### config.mk
export PLATFORM = sky130hd
export DESIGN_NAME = version_string_parser_core
export DESIGN_NICKNAME = d
export VERILOG_FILES = /design/src/hw/rtl/vsp_pkg.sv /design/src/hw/rtl/vsp_ctrl.sv /design/src/hw/rtl/vsp_datapath.sv /design/src/hw/rtl/version_string_parser_core.sv
export VERILOG_INCLUDE_DIRS = /design/src /design/src/hw/rtl
export SDC_FILE = /design/constraint.sdc
export NUM_CORES = 1
export LEC_CHECK = 0
export BUFFER_PORTS_ARGS = -buffer_cell sky130_fd_sc_hd__clkbuf_2
export CELL_PAD_IN_SITES_DETAIL_PLACEMENT = 2
export CELL_PAD_IN_SITES_GLOBAL_PLACEMENT = 2
export CORE_ASPECT_RATIO = 2
export CORE_UTILIZATION = 42
export DETAILED_ROUTE_END_ITERATION = 8
export PLACE_DENSITY_LB_ADDON = 0.15
export SLEW_MARGIN = 10
export SYNTH_ARGS = -nofsm -noshare
export SYNTH_HDL_FRONTEND = slang
export SYNTH_HIERARCHICAL = 1
export SYNTH_SLANG_ARGS = --single-unit
### constraint.sdc
create_clock -name i_clk -period 11.05 [get_ports i_clk]
set_input_delay 2.21 -clock i_clk [delete_from_list [all_inputs] [get_ports i_clk]]
set_output_delay 2.21 -clock i_clk [all_outputs]
set_load 0.01 [all_outputs]
### src/hw/rtl/version_string_parser_core_defines.svh
// Assertion helpers for the version string parser core.
`ifndef VERSION_STRING_PARSER_CORE_DEFINES_SVH
`define VERSION_STRING_PARSER_CORE_DEFINES_SVH

// Check a condition on every rising clock edge outside reset.
`define VSP_ASSERT_NOW(lbl, cond, msg) \
    lbl: assert property (@(posedge i_clk) disable iff (!i_rst_n) (cond)) else $error(msg);

// Check that a trigger implies a condition in the same cycle.
`define VSP_ASSERT_IMPL(lbl, ante, cons, msg) \
    lbl: assert property (@(posedge i_clk) disable iff (!i_rst_n) (ante) |-> (cons)) \
        else $error(msg);

// Check that a trigger implies a condition in the next cycle.
`define VSP_ASSERT_NEXT(lbl, ante, cons, msg) \
    lbl: assert property (@(posedge i_clk) disable iff (!i_rst_n) (ante) |=> (cons)) \
        else $error(msg);

`endif

### src/hw/rtl/vsp_pkg.sv
`timescale 1ns / 1ps

package vsp_pkg;

    // Pre-release text storage
    localparam int PRE_DEPTH      = 32;
    localparam int PRE_AW         = 5;
    localparam int PRE_CW         = 6;
    localparam int PRERELEASE_MAX = 32;
    localparam int PRE_LIMIT_INT  = (PRERELEASE_MAX < PRE_DEPTH) ? PRERELEASE_MAX : PRE_DEPTH;
    localparam logic [PRE_CW-1:0] PRE_LIMIT = PRE_CW'(PRE_LIMIT_INT);

    // Character codes
    localparam logic [7:0] CH_ZERO  = 8'h30;
    localparam logic [7:0] CH_NINE  = 8'h39;
    localparam logic [7:0] CH_DOT   = 8'h2E;
    localparam logic [7:0] CH_DASH  = 8'h2D;
    localparam logic [7:0] CH_PLUS  = 8'h2B;
    localparam logic [7:0] CH_SPACE = 8'h20;
    localparam logic [7:0] CH_TAB   = 8'h09;
    localparam logic [7:0] CH_CR    = 8'h0D;
    localparam logic [7:0] CH_NUL   = 8'h00;

    // Commands from controller to datapath
    typedef struct packed {
        logic acc_major;
        logic acc_minor;
        logic acc_patch;
        logic set_digit;
        logic clr_digit;
        logic set_pre;
        logic store_pre;
        logic set_bad;
        logic rd_issue;
        logic load_out;
        logic next_idx;
        logic clr_all;
    } t_cmd;

    // Status from datapath to controller
    typedef struct packed {
        logic is_digit;
        logic is_ws;
        logic is_dot;
        logic is_dash;
        logic is_plus;
        logic is_nul;
        logic digit_seen;
        logic bad;
        logic pre_full;
        logic run_last;
        logic out_free;
    } t_stat;

    function automatic logic is_ws(input logic [7:0] c);
        return (c == CH_SPACE) || ((c >= CH_TAB) && (c <= CH_CR));
    endfunction

    function automatic logic is_digit(input logic [7:0] c);
        return (c >= CH_ZERO) && (c <= CH_NINE);
    endfunction

endpackage

### src/hw/rtl/vsp_ctrl.sv
`timescale 1ns / 1ps

module vsp_ctrl
    import vsp_pkg::*;
(
    input  logic i_clk,
    input  logic i_rst_n,
    input  logic i_valid,
    input  logic i_end_mark,
    input  t_stat i_stat,
    output logic o_stall,
    output t_cmd o_cmd
);

    localparam logic [3:0] S_LEAD    = 4'd0;
    localparam logic [3:0] S_MAJOR   = 4'd1;
    localparam logic [3:0] S_MINOR   = 4'd2;
    localparam logic [3:0] S_PATCH   = 4'd3;
    localparam logic [3:0] S_PRE     = 4'd4;
    localparam logic [3:0] S_BUILD   = 4'd5;
    localparam logic [3:0] S_TRAIL   = 4'd6;
    localparam logic [3:0] S_DONE    = 4'd7;
    localparam logic [3:0] S_EMIT_RD = 4'd8;
    localparam logic [3:0] S_EMIT_LD = 4'd9;

    logic [3:0] r_state;
    logic [3:0] n_state;
    logic       w_in_acc;
    logic       w_end_ok;

    // Hold the input while a result run is being sent
    assign o_stall  = (r_state == S_EMIT_RD) || (r_state == S_EMIT_LD);
    assign w_in_acc = i_valid && !o_stall;

    // Decide whether the string may end here
    always_comb begin
        unique case (r_state)
            S_LEAD, S_MAJOR, S_MINOR: w_end_ok = 1'b0;
            S_PATCH:                  w_end_ok = i_stat.digit_seen;
            default:                  w_end_ok = 1'b1;
        endcase
    end

    // Next state and commands
    always_comb begin
        n_state = r_state;
        o_cmd   = '0;
        unique case (r_state)
            S_EMIT_RD: begin
                o_cmd.rd_issue = 1'b1;
                n_state        = S_EMIT_LD;
            end
            S_EMIT_LD: begin
                if (i_stat.out_free) begin
                    o_cmd.load_out = 1'b1;
                    if (i_stat.run_last) begin
                        o_cmd.clr_all = 1'b1;
                        n_state       = S_LEAD;
                    end else begin
                        o_cmd.next_idx = 1'b1;
                        n_state        = S_EMIT_RD;
                    end
                end
            end
            default: begin
                if (w_in_acc) begin
                    if (i_end_mark) begin
                        o_cmd.set_bad = !w_end_ok;
                        n_state       = S_EMIT_RD;
                    end else if (i_stat.bad || (r_state == S_DONE)) begin
                        n_state = r_state;
                    end else if (i_stat.is_nul) begin
                        o_cmd.set_bad = !w_end_ok;
                        n_state       = S_DONE;
                    end else begin
                        case (r_state)
                            S_LEAD: begin
                                if (i_stat.is_digit) begin
                                    o_cmd.acc_major = 1'b1;
                                    o_cmd.set_digit = 1'b1;
                                    n_state         = S_MAJOR;
                                end else if (!i_stat.is_ws) begin
                                    o_cmd.set_bad = 1'b1;
                                end
                            end
                            S_MAJOR, S_MINOR: begin
                                if (i_stat.is_digit) begin
                                    o_cmd.acc_major = (r_state == S_MAJOR);
                                    o_cmd.acc_minor = (r_state == S_MINOR);
                                    o_cmd.set_digit = 1'b1;
                                end else if (i_stat.is_dot && i_stat.digit_seen) begin
                                    o_cmd.clr_digit = 1'b1;
                                    n_state = (r_state == S_MAJOR) ? S_MINOR : S_PATCH;
                                end else begin
                                    o_cmd.set_bad = 1'b1;
                                end
                            end
                            S_PATCH: begin
                                if (i_stat.is_digit) begin
                                    o_cmd.acc_patch = 1'b1;
                                    o_cmd.set_digit = 1'b1;
                                end else if (!i_stat.digit_seen) begin
                                    o_cmd.set_bad = 1'b1;
                                end else if (i_stat.is_dash) begin
                                    o_cmd.set_pre = 1'b1;
                                    n_state       = S_PRE;
                                end else if (i_stat.is_plus) begin
                                    n_state = S_BUILD;
                                end else if (i_stat.is_ws) begin
                                    n_state = S_TRAIL;
                                end else begin
                                    o_cmd.set_bad = 1'b1;
                                end
                            end
                            S_PRE: begin
                                if (i_stat.is_plus) begin
                                    n_state = S_BUILD;
                                end else if (i_stat.pre_full) begin
                                    o_cmd.set_bad = 1'b1;
                                end else begin
                                    o_cmd.store_pre = 1'b1;
                                end
                            end
                            S_BUILD: begin
                                if (i_stat.is_ws) begin
                                    n_state = S_TRAIL;
                                end
                            end
                            S_TRAIL: begin
                                o_cmd.set_bad = !i_stat.is_ws;
                            end
                            default: begin
                                n_state = r_state;
                            end
                        endcase
                    end
                end
            end
        endcase
    end

    // Advance the state
    always_ff @(posedge i_clk) begin
        if (!i_rst_n) begin
            r_state <= S_LEAD;
        end else begin
            r_state <= n_state;
        end
    end

endmodule

### src/hw/rtl/vsp_datapath.sv
`timescale 1ns / 1ps

module vsp_datapath
    import vsp_pkg::*;
(
    input  logic        i_clk,
    input  logic        i_rst_n,
    input  logic [7:0]  i_ch,
    input  logic        i_stall,
    input  t_cmd        i_cmd,
    output t_stat       o_stat,
    output logic        o_valid,
    output logic        o_valid_res,
    output logic [63:0] o_major_value,
    output logic [63:0] o_minor_value,
    output logic [63:0] o_patch_value,
    output logic        o_has_prerelease,
    output logic [5:0]  o_prerelease_length,
    output logic [4:0]  o_char_position,
    output logic [7:0]  o_pre_char,
    output logic        o_run_last
);

    logic [63:0]       r_major;
    logic [63:0]       r_minor;
    logic [63:0]       r_patch;
    logic              r_digit_seen;
    logic              r_pre_present;
    logic [PRE_CW-1:0] r_pre_count;
    logic              r_bad;
    logic [PRE_AW-1:0] r_idx;
    logic [7:0]        r_mem [PRE_DEPTH];
    logic [7:0]        r_rdata;
    logic              r_out_valid;
    logic [63:0]       w_acc_in;
    logic [63:0]       w_acc_out;
    logic              w_last;

    // Multiply by ten as two shifts, then add the digit
    function automatic logic [63:0] acc_digit(input logic [63:0] a, input logic [3:0] d);
        return {a[60:0], 3'b000} + {a[62:0], 1'b0} + {60'd0, d};
    endfunction

    // Share one accumulate adder among the three fields
    always_comb begin
        case (1'b1)
            i_cmd.acc_minor: w_acc_in = r_minor;
            i_cmd.acc_patch: w_acc_in = r_patch;
            default:         w_acc_in = r_major;
        endcase
    end
    assign w_acc_out = acc_digit(w_acc_in, i_ch[3:0]);

    assign w_last = r_bad || (r_pre_count == '0)
                    || ({1'b0, r_idx} == (r_pre_count - PRE_CW'(1)));

    // Report character class and flags
    always_comb begin
        o_stat.is_digit   = is_digit(i_ch);
        o_stat.is_ws      = is_ws(i_ch);
        o_stat.is_dot     = (i_ch == CH_DOT);
        o_stat.is_dash    = (i_ch == CH_DASH);
        o_stat.is_plus    = (i_ch == CH_PLUS);
        o_stat.is_nul     = (i_ch == CH_NUL);
        o_stat.digit_seen = r_digit_seen;
        o_stat.bad        = r_bad;
        o_stat.pre_full   = (r_pre_count >= PRE_LIMIT);
        o_stat.run_last   = w_last;
        o_stat.out_free   = !r_out_valid || !i_stall;
    end

    // Parse state registers
    always_ff @(posedge i_clk) begin
        if (!i_rst_n || i_cmd.clr_all) begin
            r_major       <= '0;
            r_minor       <= '0;
            r_patch       <= '0;
            r_digit_seen  <= 1'b0;
            r_pre_present <= 1'b0;
            r_pre_count   <= '0;
            r_bad         <= 1'b0;
            r_idx         <= '0;
        end else begin
            if (i_cmd.acc_major) r_major <= w_acc_out;
            if (i_cmd.acc_minor) r_minor <= w_acc_out;
            if (i_cmd.acc_patch) r_patch <= w_acc_out;
            if (i_cmd.set_digit) r_digit_seen <= 1'b1;
            if (i_cmd.clr_digit) r_digit_seen <= 1'b0;
            if (i_cmd.set_pre) r_pre_present <= 1'b1;
            if (i_cmd.store_pre) r_pre_count <= r_pre_count + PRE_CW'(1);
            if (i_cmd.set_bad) r_bad <= 1'b1;
            if (i_cmd.next_idx) r_idx <= r_idx + PRE_AW'(1);
        end
    end

    // Pre-release text buffer, one write and one registered read
    always_ff @(posedge i_clk) begin
        if (i_cmd.store_pre) begin
            r_mem[r_pre_count[PRE_AW-1:0]] <= i_ch;
        end
        if (i_cmd.rd_issue) begin
            r_rdata <= r_mem[r_idx];
        end
    end

    // Output word valid
    always_ff @(posedge i_clk) begin
        if (!i_rst_n) begin
            r_out_valid <= 1'b0;
        end else if (i_cmd.load_out) begin
            r_out_valid <= 1'b1;
        end else if (!i_stall) begin
            r_out_valid <= 1'b0;
        end
    end

    // Output word payload; an invalid string gives an all-zero word
    always_ff @(posedge i_clk) begin
        if (i_cmd.load_out) begin
            if (r_bad) begin
                o_valid_res         <= 1'b0;
                o_major_value       <= '0;
                o_minor_value       <= '0;
                o_patch_value       <= '0;
                o_has_prerelease    <= 1'b0;
                o_prerelease_length <= '0;
                o_char_position     <= '0;
                o_pre_char          <= '0;
            end else begin
                o_valid_res         <= 1'b1;
                o_major_value       <= r_major;
                o_minor_value       <= r_minor;
                o_patch_value       <= r_patch;
                o_has_prerelease    <= r_pre_present;
                o_prerelease_length <= r_pre_count;
                o_char_position     <= r_idx;
                o_pre_char          <= (r_pre_count == '0) ? 8'd0 : r_rdata;
            end
            o_run_last <= w_last;
        end
    end

    assign o_valid = r_out_valid;

endmodule

### src/hw/rtl/version_string_parser_core.sv
`timescale 1ns / 1ps
// Channel   | Handshake          | Payload
// ----------+--------------------+---------------------------------------------
// input     | i_valid / o_stall  | i_ch, i_end_mark
// output    | o_valid / i_stall  | o_valid_res, o_major_value, o_minor_value,
//           |                    | o_patch_value, o_has_prerelease,
//           |                    | o_prerelease_length, o_char_position,
//           |                    | o_pre_char, o_run_last
//
// A character is accumulated by the shared multiply-by-ten adder as it is
// accepted. An end marker starts a run of max(1, pre-release length) result
// words; each is a registered buffer read, then an output load that waits on
// output stall. The input is stalled for the run and reopens once the final
// word is loaded. Reset is synchronous and active low; no clearing pass.

`include "version_string_parser_core_defines.svh"

module version_string_parser_core
    import vsp_pkg::*;
(
    input  logic        i_clk,
    input  logic        i_rst_n,
    input  logic        i_valid,
    output logic        o_stall,
    input  logic [7:0]  i_ch,
    input  logic        i_end_mark,
    output logic        o_valid,
    input  logic        i_stall,
    output logic        o_valid_res,
    output logic [63:0] o_major_value,
    output logic [63:0] o_minor_value,
    output logic [63:0] o_patch_value,
    output logic        o_has_prerelease,
    output logic [5:0]  o_prerelease_length,
    output logic [4:0]  o_char_position,
    output logic [7:0]  o_pre_char,
    output logic        o_run_last
);

    t_cmd  w_cmd;
    t_stat w_stat;

    vsp_ctrl u_ctrl (
        .i_clk      (i_clk),
        .i_rst_n    (i_rst_n),
        .i_valid    (i_valid),
        .i_end_mark (i_end_mark),
        .i_stat     (w_stat),
        .o_stall    (o_stall),
        .o_cmd      (w_cmd)
    );

    vsp_datapath u_datapath (
        .i_clk               (i_clk),
        .i_rst_n             (i_rst_n),
        .i_ch                (i_ch),
        .i_stall             (i_stall),
        .i_cmd               (w_cmd),
        .o_stat              (w_stat),
        .o_valid             (o_valid),
        .o_valid_res         (o_valid_res),
        .o_major_value       (o_major_value),
        .o_minor_value       (o_minor_value),
        .o_patch_value       (o_patch_value),
        .o_has_prerelease    (o_has_prerelease),
        .o_prerelease_length (o_prerelease_length),
        .o_char_position     (o_char_position),
        .o_pre_char          (o_pre_char),
        .o_run_last          (o_run_last)
    );

    // Never overwrite a word that is still waiting
    `VSP_ASSERT_IMPL(a_load_free, w_cmd.load_out, w_stat.out_free, "output word overwritten")

    // Input reopens right after the final word of a run is loaded
    `VSP_ASSERT_NEXT(a_reopen, w_cmd.load_out && w_stat.run_last, !o_stall, "input not reopened")

    // An invalid word is a single all-zero word
    `VSP_ASSERT_IMPL(a_bad_zero, o_valid && !o_valid_res, o_run_last && (o_major_value == '0) && (o_minor_value == '0) && (o_patch_value == '0) && !o_has_prerelease && (o_prerelease_length == '0) && (o_pre_char == '0), "invalid word not cleared")

    // Without pre-release characters the run is one word at position zero
    `VSP_ASSERT_IMPL(a_empty_pre, o_valid && o_valid_res && (o_prerelease_length == '0), o_run_last && (o_char_position == '0) && (o_pre_char == '0), "empty pre-release run")

endmodule

==> summary.txt <==
Run status
  – Status: complete, no violations

Power
  – Clock power frac: 41.8%
  – Sw Ratio: between 20% and 30%
  – Int Power: between 3 and 4 mW
  – PwrDens: 143 nW/um2
  – Power, Total: between 5 and 6 mW
  – Comb power frac: 3.9%
  – Sequential Power Share: between 50% and 60%
  – VDD IR max: about 160 uV
  – Psw: ~1.2 mW
  – Leakage Power: around 13 nW

Floorplan
  – IO Count: 229
  – Die Span Y: around 390 um
  – Cell Rows: around 140
  – Die X: about 200 um
  – Starting Density: between 40% and 50%
  – Die area: ~78000 um2
  – Core Box Area: ~76000 um2

Clocking
  – Clk pin slew, worst setup/hold paths: ~0.070 ns
  – Skew-Pair Late Insertion Delay: 0.68 ns
  – Clock Sinks: 689
  – CTS tree: yes
  – CTS H-tree depth: 2
  – CTS-repair resized insts: 0
  – Clk root buf: clkbuf_16
  – Hold Buf Count CTS: 0
  – Number of buffers created by CTS: 61
  – Post-CTS setup buffers: 0
  – CTS Buffer Depth: 3

Place
  – Port Buffers: 228
  – Setup WS pre-CTS: about 1.6 ns
  – Final RePlAce weighted congestion: 0.880
  – Cell Count Post-Placement: 3718
  – Post-DP HPWL: 76900 um

Route
  – Vias: roughly 22000
  – Routed wire length: approximately 100000 um
  – Residual DRC: 0
  – Avg Vias per Cell: about 5.7
  – DRT iter0 DRCs: about 960
  – Drt pass-1 iters: 5
  – DR WL/cell: between 20 and 30 um
  – Post-route antenna net violation count: 0

Yosys
  – Yosys top cell area share: ~45%
  – Avg Inst Size Synth: about 12 um2
  – Cell area after synthesis: 32200 um2
  – Largest family of logic cells by synthesized area: simple AND/OR/NAND/NOR gates
  – Ys async rst share: 0%
  – Seq/Total Area, Yosys: 57.6%
  – Ys flop type: edfxtp_1
  – Ys Warns: 6
  – Synthesized instance count: between 2000 and 3000
  – EDFF count, synth: 478
  – Mux cell area share after synthesis: a little under an eighth
  – Adder-cell area share of the yosys netlist: between 5 and 6%
  – Count of different cell masters after synthesis: 94
  – Synth area leaders: edfxtp_1, dfxtp_1, mux2i_1
  – Fraction of the mapped netlist area in compound gates: 8.00%
  – FF+latch count, synth: 689
  – Synth area leader: edfxtp_1
  – Synth Area in XOR/XNOR: around 1.8%
  – Syn Nets: between 2000 and 3000
  – Synth Area in Simple Gates: approximately an eighth

Layout
  – Fill cell count: 7484
  – Share of layout cells above drive strength 1: roughly 18%
  – Area grow syn2layout: 12.6%
  – Net count, final: between 2000 and 3000
  – Core Util, Final: a little under half
  – Layout Cells excl Fill: roughly 3800

Setup path
  – Data required time of the critical path: between 10 and 15 ns
  – Max stage delay on crit path: 0.82 ns
  – Crit path kind: input port to register
  – Startpoint types: input port
  – Crit path buf inv count: 2
  – Most used cell, CP: ha_1
  – CP Capture Type: register
  – CP max-delay cell: nor4_1
  – CP Cell Sequence: clkbuf_2 -> nor4_1 -> and2_1 -> nor2_1 -> and3_1 -> nand3_1 -> nor2_4 -> buf_12 -> mux2i_1 -> o21ai_0 -> ha_1 -> ha_1 -> a21oi_1 -> nor2b_1 -> o31a_1 -> a21bo_2 -> nor4b_1 -> a211oi_2 -> o21ba_2 -> o21ai_1 -> nand4_1 -> o211ai_1
  – CP top delay family: simple AND/OR/NAND/NOR gates
  – WP data arrival: between 9 and 10 ns
  – Worst Path Max Fanout: 50

STA
  – Setup Skew: 0.0365 ns
  – Final Max Tran Viols: 0
  – Setup tns final: 0 ns
  – Slew Limit Headroom: 10.8%
  – Hold Fails Final Rpt: 0
  – Peak Freq: 114 MHz
  – Final setup viols: 0
  – Fin worst setup slack: between 2 and 2.5 ns
  – Final Cycle Share: about four fifths
  – Tightest Pin Transition: 1.33 ns
  – Min Tclk post-route: about 9 ns
  – RSZ-0062 raised after global routing: false

Global routing
  – Antenna violations before repair: 0
  – GRT Total Usage: between 20 and 30%
  – GRT overflow: 0
  – Vias in the first global route: roughly 24000
  – First-pass GRT wire length: ~160000 um
  – Largest net degree at the start of global routing: 126

Min path
  – Hold WC Path Type: register to register

Job
  – Max cap viols: 0
-- stage by stage --
stage / area [um2] / hold WS, ns
finish: 36300 / 0.476
global route: 36300 / 0.524
CTS: 36300 / 0.485
detailed placement: 34300 / 0.469
global placement: 34300 / 0.467
floorplan: 32200 / 0.432
-- cells in the final DEF (no fill, tap or decap), drive strengths merged, types with 8 or more instances in the layout --
master,Yosys,final
a211oi,12,12
a21o,19,19
a21oi,86,86
a31oi,15,15
and2,14,14
and3,9,9
buf,37,47
clkbuf,127,302
clkinv,2,29
dfxtp,211,211
edfxtp,478,478
ha,127,127
inv,39,40
mux2,13,13
mux2i,183,183
mux4,80,80
nand2,163,163
nand2b,8,8
nand3,67,67
nand4,37,37
nor2,237,237
nor2b,208,208
nor3,26,26
o211ai,20,20
o21a,17,17
o21ai,137,137
o21bai,13,13
o22ai,22,22
o31ai,9,9
or3,17,17
xnor2,36,36
xor2,31,31
-- state kept, by name, summed over array words and instances (netlist names) --
name	flops
u_datapath/r_rdata	8
u_datapath/o_pre_char	8
u_datapath/r_pre_present	1
u_datapath/o_valid	1
u_datapath/r_patch	64
u_datapath/o_prerelease_length	6
u_datapath/r_mem	256
u_datapath/o_major_value	64
u_datapath/r_bad	1
u_datapath/r_major	64
u_datapath/r_idx	5
u_datapath/o_run_last	1
u_datapath/r_digit_seen	1
u_ctrl/r_state	4
u_datapath/o_char_position	5
u_datapath/o_valid_res	1
u_datapath/r_minor	64
u_datapath/r_pre_count	6
u_datapath/o_has_prerelease	1
u_datapath/o_minor_value	64
u_datapath/o_patch_value	64
-- routing by layer --
metal | global-route usage (%) | routed length, um | vias to the layer above
li1 | - | - | 9897
met5 | 0 | 0 | -
met3 | 2.64 | 3280 | 190
met2 | 54.4 | 60500 | 529
met4 | 11.2 | 4580 | 0
met1 | 27.8 | 36300 | 11300
-- layout make-up --
type	count	area (um2)	share of cell area [%]
sequential	689	18600	51.2
multi-input combinational	1698	12800	35.1
clock buffer	74	1580	4.34
timing repair buffer	275	1530	4.22
tap	1015	1270	3.50
clock inverter	41	420	1.16
inverter	41	154	0.424
antenna	1	2.50	0.00689
-- synthesized netlist by cell type, types with 6 or more instances --
master	number
edfxtp_1	478
nor2_1	236
dfxtp_1	211
nor2b_1	208
mux2i_1	183
nand2_1	162
o21ai_0	130
ha_1	127
clkbuf_1	121
a21oi_1	84
mux4_2	80
nand3_1	67
inv_1	39
nand4_1	37
xnor2_1	36
xor2_1	31
nor3_1	26
buf_1	22
o22ai_1	22
o211ai_1	19
o21a_1	17
or3_1	16
a21o_1	15
a31oi_1	15
and2_1	13
o21bai_1	13
mux2_2	12
a211oi_1	11
buf_4	11
and3_1	8
dlygate4sd3_1	8
nand2b_1	8
o31ai_1	8
nor4_1	6
or2_2	6
-- power groups by stage --
| stage | logic (mW) | clock network [mW] | registers [mW] |
|---|---|---|---|
| 2_1_floorplan | 0.123 | 0 | 2.87 |
| 3_3_place_gp | 0.196 | 0 | 2.87 |
| 3_5_place_dp | 0.207 | 0 | 2.88 |
| 4_1_cts | 0.207 | 2.22 | 2.82 |
| 5_1_grt | 0.219 | 2.29 | 2.82 |
| 6_report | 0.201 | 2.17 | 2.82 |
-- tightest hold or removal path, cell delays in order, from the launching register on --
cell	delay, ns
dfxtp_1	0.33
nor2_1	0.05
nor2_1	0.07
-- cells by family (layout without fill, tap and decap cells) --
kind of cell / count (synthesis) / in the layout
compound gates: 404 / 404
xor+xnor: 67 / 67
fa+ha+maj: 129 / 129
buf+inv: 215 / 431
flops: 689 / 689
mux: 276 / 276
other cells: 0 / 1
simple gates: 822 / 822
-- path summary, 6_finish.rpt --
| kind | start | end | slack [ns] | cells past startpoint |
|---|---|---|---|---|
| hold reg to reg | u_datapath/r_pre_present | u_datapath/r_pre_present | 0.48 | 2 |
| hold / removal | u_datapath/r_pre_present | u_datapath/r_pre_present | 0.48 | 2 |
| setup / recovery | i_ch[4] | u_datapath/r_major[63] | 2.29 | 22 |
| setup reg to reg | u_ctrl/r_state[1] | u_datapath/r_major[63] | 3.83 | 20 |
No activity file was read; power rests on OpenSTA's default activity.
